[src/rfml_pkg.sv]
`timescale 1ns / 1ps

package rfml_pkg;

  // Operation codes of an input beat
  localparam logic OP_WRITE  = 1'b0;
  localparam logic OP_LOOKUP = 1'b1;

  // Register word index of active_routes
  localparam int unsigned REG_ACTIVE_ROUTES = 0;

  localparam int unsigned ADDR_W    = 32;
  localparam int unsigned PORT_W    = 4;
  localparam int unsigned SLOT_W    = 4;
  localparam int unsigned ACTIVE_W  = 5;
  localparam int unsigned APB_DW    = 32;
  localparam int unsigned APB_AW    = 3;

  // One route table entry
  typedef struct packed {
    logic [ADDR_W-1:0] dest;
    logic [ADDR_W-1:0] mask;
    logic [ADDR_W-1:0] gateway;
    logic [PORT_W-1:0] port;
  } route_t;

  // One lookup result
  typedef struct packed {
    logic              found;
    logic [SLOT_W-1:0] index;
    logic [ADDR_W-1:0] gateway;
    logic [PORT_W-1:0] port;
  } result_t;

  typedef enum logic {
    ST_IDLE,
    ST_SCAN
  } scan_state_t;

endpackage

[src/rfml_table.sv]
`timescale 1ns / 1ps

module rfml_table #(
  parameter int unsigned ROUTES = 16,
  parameter int unsigned IDX_W  = 4
) (
  input  logic                clk,
  input  logic                wr_en,
  input  logic [IDX_W-1:0]    wr_addr,
  input  rfml_pkg::route_t    wr_data,
  input  logic                rd_en,
  input  logic [IDX_W-1:0]    rd_addr,
  output rfml_pkg::route_t    rd_data
);

  rfml_pkg::route_t mem [0:ROUTES-1];
  rfml_pkg::route_t rd_data_r;

  // Store one entry
  always_ff @(posedge clk) begin
    if (wr_en) begin
      mem[wr_addr] <= wr_data;
    end
  end

  // Registered read port
  always_ff @(posedge clk) begin
    if (rd_en) begin
      rd_data_r <= mem[rd_addr];
    end
  end

  assign rd_data = rd_data_r;

endmodule

[src/rfml_scan.sv]
`timescale 1ns / 1ps

module rfml_scan #(
  parameter int unsigned IDX_W = 4,
  parameter int unsigned CNT_W = 5
) (
  input  logic                          clk,
  input  logic                          rst_n,
  input  logic                          lookup_go,
  input  logic [rfml_pkg::ADDR_W-1:0]   lookup_addr,
  input  logic [CNT_W-1:0]              used,
  output logic                          busy,
  output logic                          rd_en,
  output logic [IDX_W-1:0]              rd_addr,
  input  rfml_pkg::route_t              rd_data,
  output logic                          res_valid,
  output rfml_pkg::result_t             res
);

  rfml_pkg::scan_state_t state_r, state_nxt;

  logic [rfml_pkg::ADDR_W-1:0] addr_r, addr_nxt;
  logic [CNT_W-1:0]            used_r, used_nxt;
  logic [CNT_W-1:0]            idx_r, idx_nxt;
  logic [CNT_W-1:0]            idx_inc;
  logic                        hit;
  logic                        last;
  logic                        res_valid_r, res_valid_nxt;
  rfml_pkg::result_t           res_r, res_nxt;

  assign idx_inc = idx_r + CNT_W'(1);
  assign hit     = ((addr_r ^ rd_data.dest) & rd_data.mask) == '0;
  assign last    = idx_inc == used_r;

  // Next state
  always_comb begin
    state_nxt = state_r;
    case (state_r)
      rfml_pkg::ST_IDLE: begin
        if (lookup_go && used != '0) begin
          state_nxt = rfml_pkg::ST_SCAN;
        end
      end
      rfml_pkg::ST_SCAN: begin
        if (hit || last) begin
          state_nxt = rfml_pkg::ST_IDLE;
        end
      end
      default: state_nxt = rfml_pkg::ST_IDLE;
    endcase
  end

  // Outputs and datapath updates
  always_comb begin
    addr_nxt      = addr_r;
    used_nxt      = used_r;
    idx_nxt       = idx_r;
    res_valid_nxt = 1'b0;
    res_nxt       = res_r;
    rd_en         = 1'b0;
    rd_addr       = '0;
    busy          = 1'b0;
    case (state_r)
      rfml_pkg::ST_IDLE: begin
        if (lookup_go) begin
          addr_nxt = lookup_addr;
          used_nxt = used;
          idx_nxt  = '0;
          // Read slot zero now; an empty table misses at once
          rd_en    = used != '0;
          if (used == '0) begin
            res_valid_nxt = 1'b1;
            res_nxt       = '0;
          end
        end
      end
      rfml_pkg::ST_SCAN: begin
        busy = 1'b1;
        // Prefetch the next slot while comparing the current one
        rd_en   = !last;
        rd_addr = IDX_W'(idx_inc);
        idx_nxt = idx_inc;
        if (hit) begin
          res_valid_nxt = 1'b1;
          res_nxt.found   = 1'b1;
          res_nxt.index   = rfml_pkg::SLOT_W'(32'(idx_r));
          res_nxt.gateway = rd_data.gateway;
          res_nxt.port    = rd_data.port;
        end else if (last) begin
          res_valid_nxt = 1'b1;
          res_nxt       = '0;
        end
      end
      default: begin
        busy = 1'b0;
      end
    endcase
  end

  // Control state
  always_ff @(posedge clk) begin
    if (!rst_n) begin
      state_r     <= rfml_pkg::ST_IDLE;
      res_valid_r <= 1'b0;
    end else begin
      state_r     <= state_nxt;
      res_valid_r <= res_valid_nxt;
    end
  end

  // Payload
  always_ff @(posedge clk) begin
    addr_r <= addr_nxt;
    used_r <= used_nxt;
    idx_r  <= idx_nxt;
    res_r  <= res_nxt;
  end

  assign res_valid = res_valid_r;
  assign res       = res_r;

endmodule

[src/route_first_match_lookup.sv]
`timescale 1ns / 1ps

// Channel   Handshake                   Payload
// input     start / busy                in_operation, in_entry_*, in_lookup_addr
// result    out_valid (one-cycle beat)  out_found, out_match_index, out_gateway, out_out_port
// config    APB psel/penable/pwrite     paddr, pwdata, prdata (active_routes at 0)
//
// A write beat stores its entry in the accept cycle and is done; busy stays low.
// A lookup reads the table one slot per cycle from the single read port, stops at
// the last route in use (min(active_routes, ROUTES)), and ends early on the
// first match; its result beat comes in the cycle after the scan ends.
// Reset clears control state only; the table holds garbage until written.
// The receiver cannot stall; the next item may be started while a result shows.
module route_first_match_lookup #(
  parameter int unsigned ROUTES = 16
) (
  input  logic                                clk,
  input  logic                                rst_n,
  input  logic                                start,
  output logic                                busy,
  input  logic                                in_operation,
  input  logic [rfml_pkg::SLOT_W-1:0]         in_entry_index,
  input  logic [rfml_pkg::ADDR_W-1:0]         in_entry_dest,
  input  logic [rfml_pkg::ADDR_W-1:0]         in_entry_mask,
  input  logic [rfml_pkg::ADDR_W-1:0]         in_entry_gateway,
  input  logic [rfml_pkg::PORT_W-1:0]         in_entry_port,
  input  logic [rfml_pkg::ADDR_W-1:0]         in_lookup_addr,
  output logic                                out_valid,
  output logic                                out_found,
  output logic [rfml_pkg::SLOT_W-1:0]         out_match_index,
  output logic [rfml_pkg::ADDR_W-1:0]         out_gateway,
  output logic [rfml_pkg::PORT_W-1:0]         out_out_port,
  input  logic                                psel,
  input  logic                                penable,
  input  logic                                pwrite,
  input  logic [rfml_pkg::APB_AW-1:0]         paddr,
  input  logic [rfml_pkg::APB_DW-1:0]         pwdata,
  output logic [rfml_pkg::APB_DW-1:0]         prdata,
  output logic                                pready
);

  localparam int unsigned IDX_W = (ROUTES > 1) ? $clog2(ROUTES) : 1;
  localparam int unsigned CNT_W = $clog2(ROUTES + 1);

  logic [rfml_pkg::ACTIVE_W-1:0] active_routes_r, active_routes_nxt;
  logic                          cfg_wr;
  logic                          cfg_hit;
  logic                          accept;
  logic                          wr_en;
  logic [IDX_W-1:0]              wr_addr;
  rfml_pkg::route_t              wr_data;
  logic                          lookup_go;
  logic [CNT_W-1:0]              used;
  logic                          rd_en;
  logic [IDX_W-1:0]              rd_addr;
  rfml_pkg::route_t              rd_data;
  rfml_pkg::result_t             res;

  // Configuration register
  assign pready  = 1'b1;
  assign cfg_hit = paddr == rfml_pkg::APB_AW'(4 * rfml_pkg::REG_ACTIVE_ROUTES);
  assign cfg_wr  = psel && penable && pwrite && cfg_hit;
  assign prdata  = cfg_hit ? rfml_pkg::APB_DW'(active_routes_r) : '0;

  always_comb begin
    active_routes_nxt = active_routes_r;
    if (cfg_wr) begin
      active_routes_nxt = pwdata[rfml_pkg::ACTIVE_W-1:0];
    end
  end

  always_ff @(posedge clk) begin
    if (!rst_n) begin
      active_routes_r <= '0;
    end else begin
      active_routes_r <= active_routes_nxt;
    end
  end

  // Decode an accepted beat; drop writes to slots past the table
  assign accept    = start && !busy;
  assign wr_en     = accept && (in_operation == rfml_pkg::OP_WRITE) &&
                     (32'(in_entry_index) < ROUTES);
  assign wr_addr   = IDX_W'(32'(in_entry_index));
  assign wr_data   = '{dest: in_entry_dest, mask: in_entry_mask,
                       gateway: in_entry_gateway, port: in_entry_port};
  assign lookup_go = accept && (in_operation == rfml_pkg::OP_LOOKUP);

  // Clamp the routes in use to the table size
  assign used = (32'(active_routes_r) > ROUTES) ? CNT_W'(ROUTES) : CNT_W'(active_routes_r);

  rfml_table #(
    .ROUTES (ROUTES),
    .IDX_W  (IDX_W)
  ) u_table (
    .clk     (clk),
    .wr_en   (wr_en),
    .wr_addr (wr_addr),
    .wr_data (wr_data),
    .rd_en   (rd_en),
    .rd_addr (rd_addr),
    .rd_data (rd_data)
  );

  rfml_scan #(
    .IDX_W (IDX_W),
    .CNT_W (CNT_W)
  ) u_scan (
    .clk         (clk),
    .rst_n       (rst_n),
    .lookup_go   (lookup_go),
    .lookup_addr (in_lookup_addr),
    .used        (used),
    .busy        (busy),
    .rd_en       (rd_en),
    .rd_addr     (rd_addr),
    .rd_data     (rd_data),
    .res_valid   (out_valid),
    .res         (res)
  );

  assign out_found       = res.found;
  assign out_match_index = res.index;
  assign out_gateway     = res.gateway;
  assign out_out_port    = res.port;

endmodule
[config.mk]
export PLATFORM = sky130hd
export DESIGN_NAME = route_first_match_lookup
export DESIGN_NICKNAME = d
export VERILOG_FILES = /design/src/rfml_pkg.sv /design/src/rfml_table.sv /design/src/rfml_scan.sv /design/src/route_first_match_lookup.sv
export SDC_FILE = /design/constraint.sdc
export NUM_CORES = 2
export LEC_CHECK = 0
export BUFFER_PORTS_ARGS = -buffer_cell sky130_fd_sc_hd__buf_2
export CAP_MARGIN = 20
export CORE_MARGIN = 4
export CORE_UTILIZATION = 36
export CTS_CLUSTER_DIAMETER = 50
export DETAILED_ROUTE_END_ITERATION = 8
export HOLD_SLACK_MARGIN = 0.03
export MAX_ROUTING_LAYER = met4
export SKIP_LAST_GASP = 1
export SYNTH_ARGS = -nofsm -noshare
export SYNTH_HDL_FRONTEND = slang
export SYNTH_SLANG_ARGS = --single-unit
[constraint.sdc]
create_clock -name clk -period 16.6 [get_ports clk]
set_clock_uncertainty 0.1 [all_clocks]
set_input_delay 1.66 -clock clk [delete_from_list [all_inputs] [get_ports clk]]
set_output_delay 1.66 -clock clk [all_outputs]
set_load 0.05 [all_outputs]
==> impl_metrics.py <==
metrics = {
    "place": {
        "placed_cell_area_mm2": 0.0738,
        "place.detailed.instances": 7109,
        "pre_cts_ws_ns": 10.97,
        "routabilityCongestion": 0.737,
        "port_buffers": 198,
        "dp_hpwl_um": 86000,
    },
    "global_routing": {
        "grt_util_all_layers_pct": 18.7,
        "grt_start_max_net_pins": 174,
        "grt_first_pass_wirelength_um": 270000,
        "grt-ovfl-total": 0,
        "grt_antenna_before_repair": 58,
        "vias_in_the_first_global_route": 38924,
    },
    "synthesis": {
        "netlist.area_leader.share_pct": 76.3,
        "ys_seq_area_share_pct": 76.5,
        "ff_latch_count_synth": 1790,
        "synth_async_sr_flop_share_pct": 0,
        "synthesis.area_mm2": 0.0702,
        "synth_largest_area_cell": "sky130_fd_sc_hd__edfxtp_1",
        "netlist_instances": 4632,
        "synth.avg_cell_area_um2": 15.1,
        "yosys-top-cells-area": "sky130_fd_sc_hd__edfxtp_1, sky130_fd_sc_hd__mux2i_1, sky130_fd_sc_hd__nand2_1, sky130_fd_sc_hd__nand3_1, sky130_fd_sc_hd__a221oi_1",
        "synth.yosys.warnings": 0,
        "synth-edff-count": 1783,
        "synth.lib_cells_used.distinct": 42,
        "synth_flop_cell": "sky130_fd_sc_hd__edfxtp_1",
    },
    "timing": {
        "finalCritPeriodShare_pct": 33.8,
        "max_slew.worst_pin.slew_ns": 1.21,
        "report.final.hold_viol_count": 0,
        "final.min_clock_period_ns": 5.62,
        "finalMaxSlewViolations": 0,
        "fmax_ghz": 0.178,
        "finalWorstSetupSlack_ns": 10.98,
        "setup_violations": 0,
        "slew_headroom_pct": 19.5,
        "fin_tns_setup_ns": 0,
        "worst_hold_slack_ns": 0.465,
        "grt_setup_unrepaired": "no",
    },
    "setup_path": {
        "timing.reg2reg.setup_slack_ns": 10.98,
        "timing.critical_path.mode_cell": "sky130_fd_sc_hd__buf_4",
        "worst_ep_arrival_time_ns": 6.07,
        "source_of_the_critical_timing_path": "u_scan.state_r",
        "critical_path.reg2reg.endpoint": "u_table.rd_data[92]",
        "path_type_of_the_worst_setup_path": "reg -> reg",
        "worstPathRequired_ns": 17.05,
        "cp.depth": 7,
        "ff2ff_path_depth": 7,
        "crit_path_max_incr_delay_ns": 1.00,
        "worstSetupStartpointType": "flip-flop",
        "worst_r2r_startpoint": "u_scan.state_r",
        "critical_path_peak_fanout": 89,
        "cpMaxStageDelayCell": "sky130_fd_sc_hd__buf_4",
        "worst_path_dominant_cell_family": "buffers and inverters",
        "worst_path_cell_trace": "buf_4 > nand2_4 > inv_8 > buf_4 > buf_4 > a311oi_1 > a31oi_1",
        "cp-end-kind": "flip-flop",
        "crit_buf_inv": 4,
        "timing.critical_path.to": "u_table.rd_data[92]",
    },
    "floorplanning": {
        "initial_core_util_pct": 36.3,
        "fp-row-count": 161,
        "design.portCount": 254,
        "die_area_mm2": 0.202,
        "die_w_um": 449,
        "die_extent_in_y_um": 449,
        "core_region_area_mm2": 0.193,
    },
    "detailed_routing": {
        "drt_pass1_iterations": 5,
        "first_iter_violations": 3562,
        "detail_route.vias_per_cell": 5.31,
        "via_count": 39645,
        "detail-route-antenna-nets": 0,
        "routed_wire_length_per_instance_um": 25.3,
        "drc_errors": 0,
        "routed_wirelength_um": 189000,
    },
    "cts": {
        "cts_root_buf": "sky130_fd_sc_hd__clkbuf_16",
        "cts_hold_repair.buffers": 0,
        "post_cts_resized": 0,
        "post-cts-setup-buffer-count": 0,
        "cts.reportedPaths.clkPinSlew_ns": 0.06,
        "tritoncts": "done",
        "cts-root-to-sink-buffers": 3,
        "clock_sinks": 1790,
        "tritoncts.num_buffers": 184,
        "htree_num_levels": 4,
        "clock_latency_ns": 0.80,
    },
    "pwr": {
        "p_leak_nw": 26.9,
        "power-per-cell-area_mw_per_mm2": 116,
        "irDropWorstVdd_mv": 0.0821,
        "total_power_mw": 9.23,
    },
    "status": {
        "outcome": "complete, no violations",
    },
    "layout": {
        "final-seq-area_mm2": 0.0537,
        "final_net_count": 4948,
        "drive_above_1_share_pct": 11.0,
        "final_design_area_no_fill_mm2": 0.0796,
        "final.fill_count": 17162,
        "multi_input_comb_area_mm2": 0.0150,
        "final_core_utilization_pct": 41.2,
        "final_cell_count_no_fill": 7472,
        "area_overhead_of_the_layout_relative_to_synthesis_pct": 13.4,
    },
    "worst_hold_path": {
        "holdCritPathClass": "reg -> reg",
    },
    "job": {
        "max_cap_violations": 0,
    },
}
cell type report:
type                            instances  share of cell area [%]
Multi-Input combinational cell       2489                    18.9
Clock inverter                         95                    1.09
Antenna cell                           34                   0.107
Timing Repair Buffer                  260                    2.17
Tap cell                             2526                    3.97
Clock buffer                          234                    6.05
Sequential cell                      1790                    67.5
Inverter                               44                   0.242
synthesized netlist by cell type (all sizes together), types with 6 or more instances:
library cell,count
xor2,35
nor3,47
dfxtp,7
a211oi,99
mux2i,401
inv,43
nand2,901
a31oi,99
clkbuf,175
a221oi,99
nor2,19
nand3,497
a22oi,16
edfxtp,1783
nor2b,109
a311oi,99
and2,6
buf,160
state kept, by name, summed over array words and instances (netlist names):
register,count
active_routes_r,5
u_scan.addr_r,32
u_scan.idx_r,5
u_scan.res,41
u_scan.res_valid,1
u_scan.state_r,1
u_scan.used_r,5
u_table.mem,1600
u_table.rd_data,100
where the power goes:
| part | switching [mW] | internal [mW] |
|---|---|---|
| Combinational | 0.191 | 0.0638 |
| Clock | 1.70 | 2.22 |
| Sequential | 0.0172 | 5.03 |
| Total | 1.91 | 7.32 |
routing by layer:
metal	vias to the layer above	GRT usage, %	wire length, µm
li1	17873	-	-
met1	19943	22.4	75200
met2	1464	30.9	93800
met3	365	3.72	12600
met4	0	7.85	7130
met5	-	-	0
cell usage in the layout, fill, tap and decap left out, types with 4 or more instances in the layout:
cell / count
sky130_fd_sc_hd__nand4_1: 4
sky130_fd_sc_hd__mux2i_1: 401
sky130_fd_sc_hd__nor3_2: 4
sky130_fd_sc_hd__inv_6: 10
sky130_fd_sc_hd__nor3_1: 43
sky130_fd_sc_hd__and2_1: 5
sky130_fd_sc_hd__buf_12: 20
sky130_fd_sc_hd__clkinv_2: 23
sky130_fd_sc_hd__clkinv_8: 6
sky130_fd_sc_hd__buf_4: 41
sky130_fd_sc_hd__a211oi_1: 99
sky130_fd_sc_hd__nand3_1: 497
sky130_fd_sc_hd__conb_1: 28
sky130_fd_sc_hd__a221oi_1: 99
sky130_fd_sc_hd__buf_2: 198
sky130_fd_sc_hd__clkinvlp_4: 8
sky130_fd_sc_hd__clkinv_1: 33
sky130_fd_sc_hd__nor2_1: 6
sky130_fd_sc_hd__nor2b_1: 109
sky130_fd_sc_hd__clkinv_4: 4
sky130_fd_sc_hd__a31oi_1: 99
sky130_fd_sc_hd__a311oi_1: 99
sky130_fd_sc_hd__clkbuf_1: 49
sky130_fd_sc_hd__clkbuf_16: 185
sky130_fd_sc_hd__bufinv_16: 11
sky130_fd_sc_hd__xor2_1: 35
sky130_fd_sc_hd__nor2_4: 13
sky130_fd_sc_hd__dfxtp_1: 6
sky130_fd_sc_hd__inv_1: 40
sky130_fd_sc_hd__a22oi_1: 16
sky130_fd_sc_hd__edfxtp_1: 1783
sky130_fd_sc_hd__nand2_1: 899
sky130_fd_sc_hd__diode_2: 34
logic make-up after synthesis:
| logic type | share of synthesized area, % |
|---|---|
| fa+ha+maj | 0.0178 |
| mux | 5.82 |
| buf+inv | 2.44 |
| compound gates | 4.69 |
| other cells | 0.0107 |
| flops | 76.5 |
| simple gates | 9.97 |
| xor+xnor | 0.549 |
how the worst min path moves through the flow:
stage	end	depth (start not counted)	start	slack, ns
6_report	u_scan.used_r[4]	0	active_routes_r[4]	0.47
4_1_cts	u_scan.used_r[4]	0	active_routes_r[4]	0.47
3_5_place_dp	u_scan.used_r[4]	0	active_routes_r[4]	0.46
2_1_floorplan	active_routes_r[3]	2	active_routes_r[3]	0.41
5_1_grt	u_scan.used_r[4]	0	active_routes_r[4]	0.49
3_3_place_gp	u_scan.used_r[4]	0	active_routes_r[4]	0.46
Power figures use the tool's default switching activity.
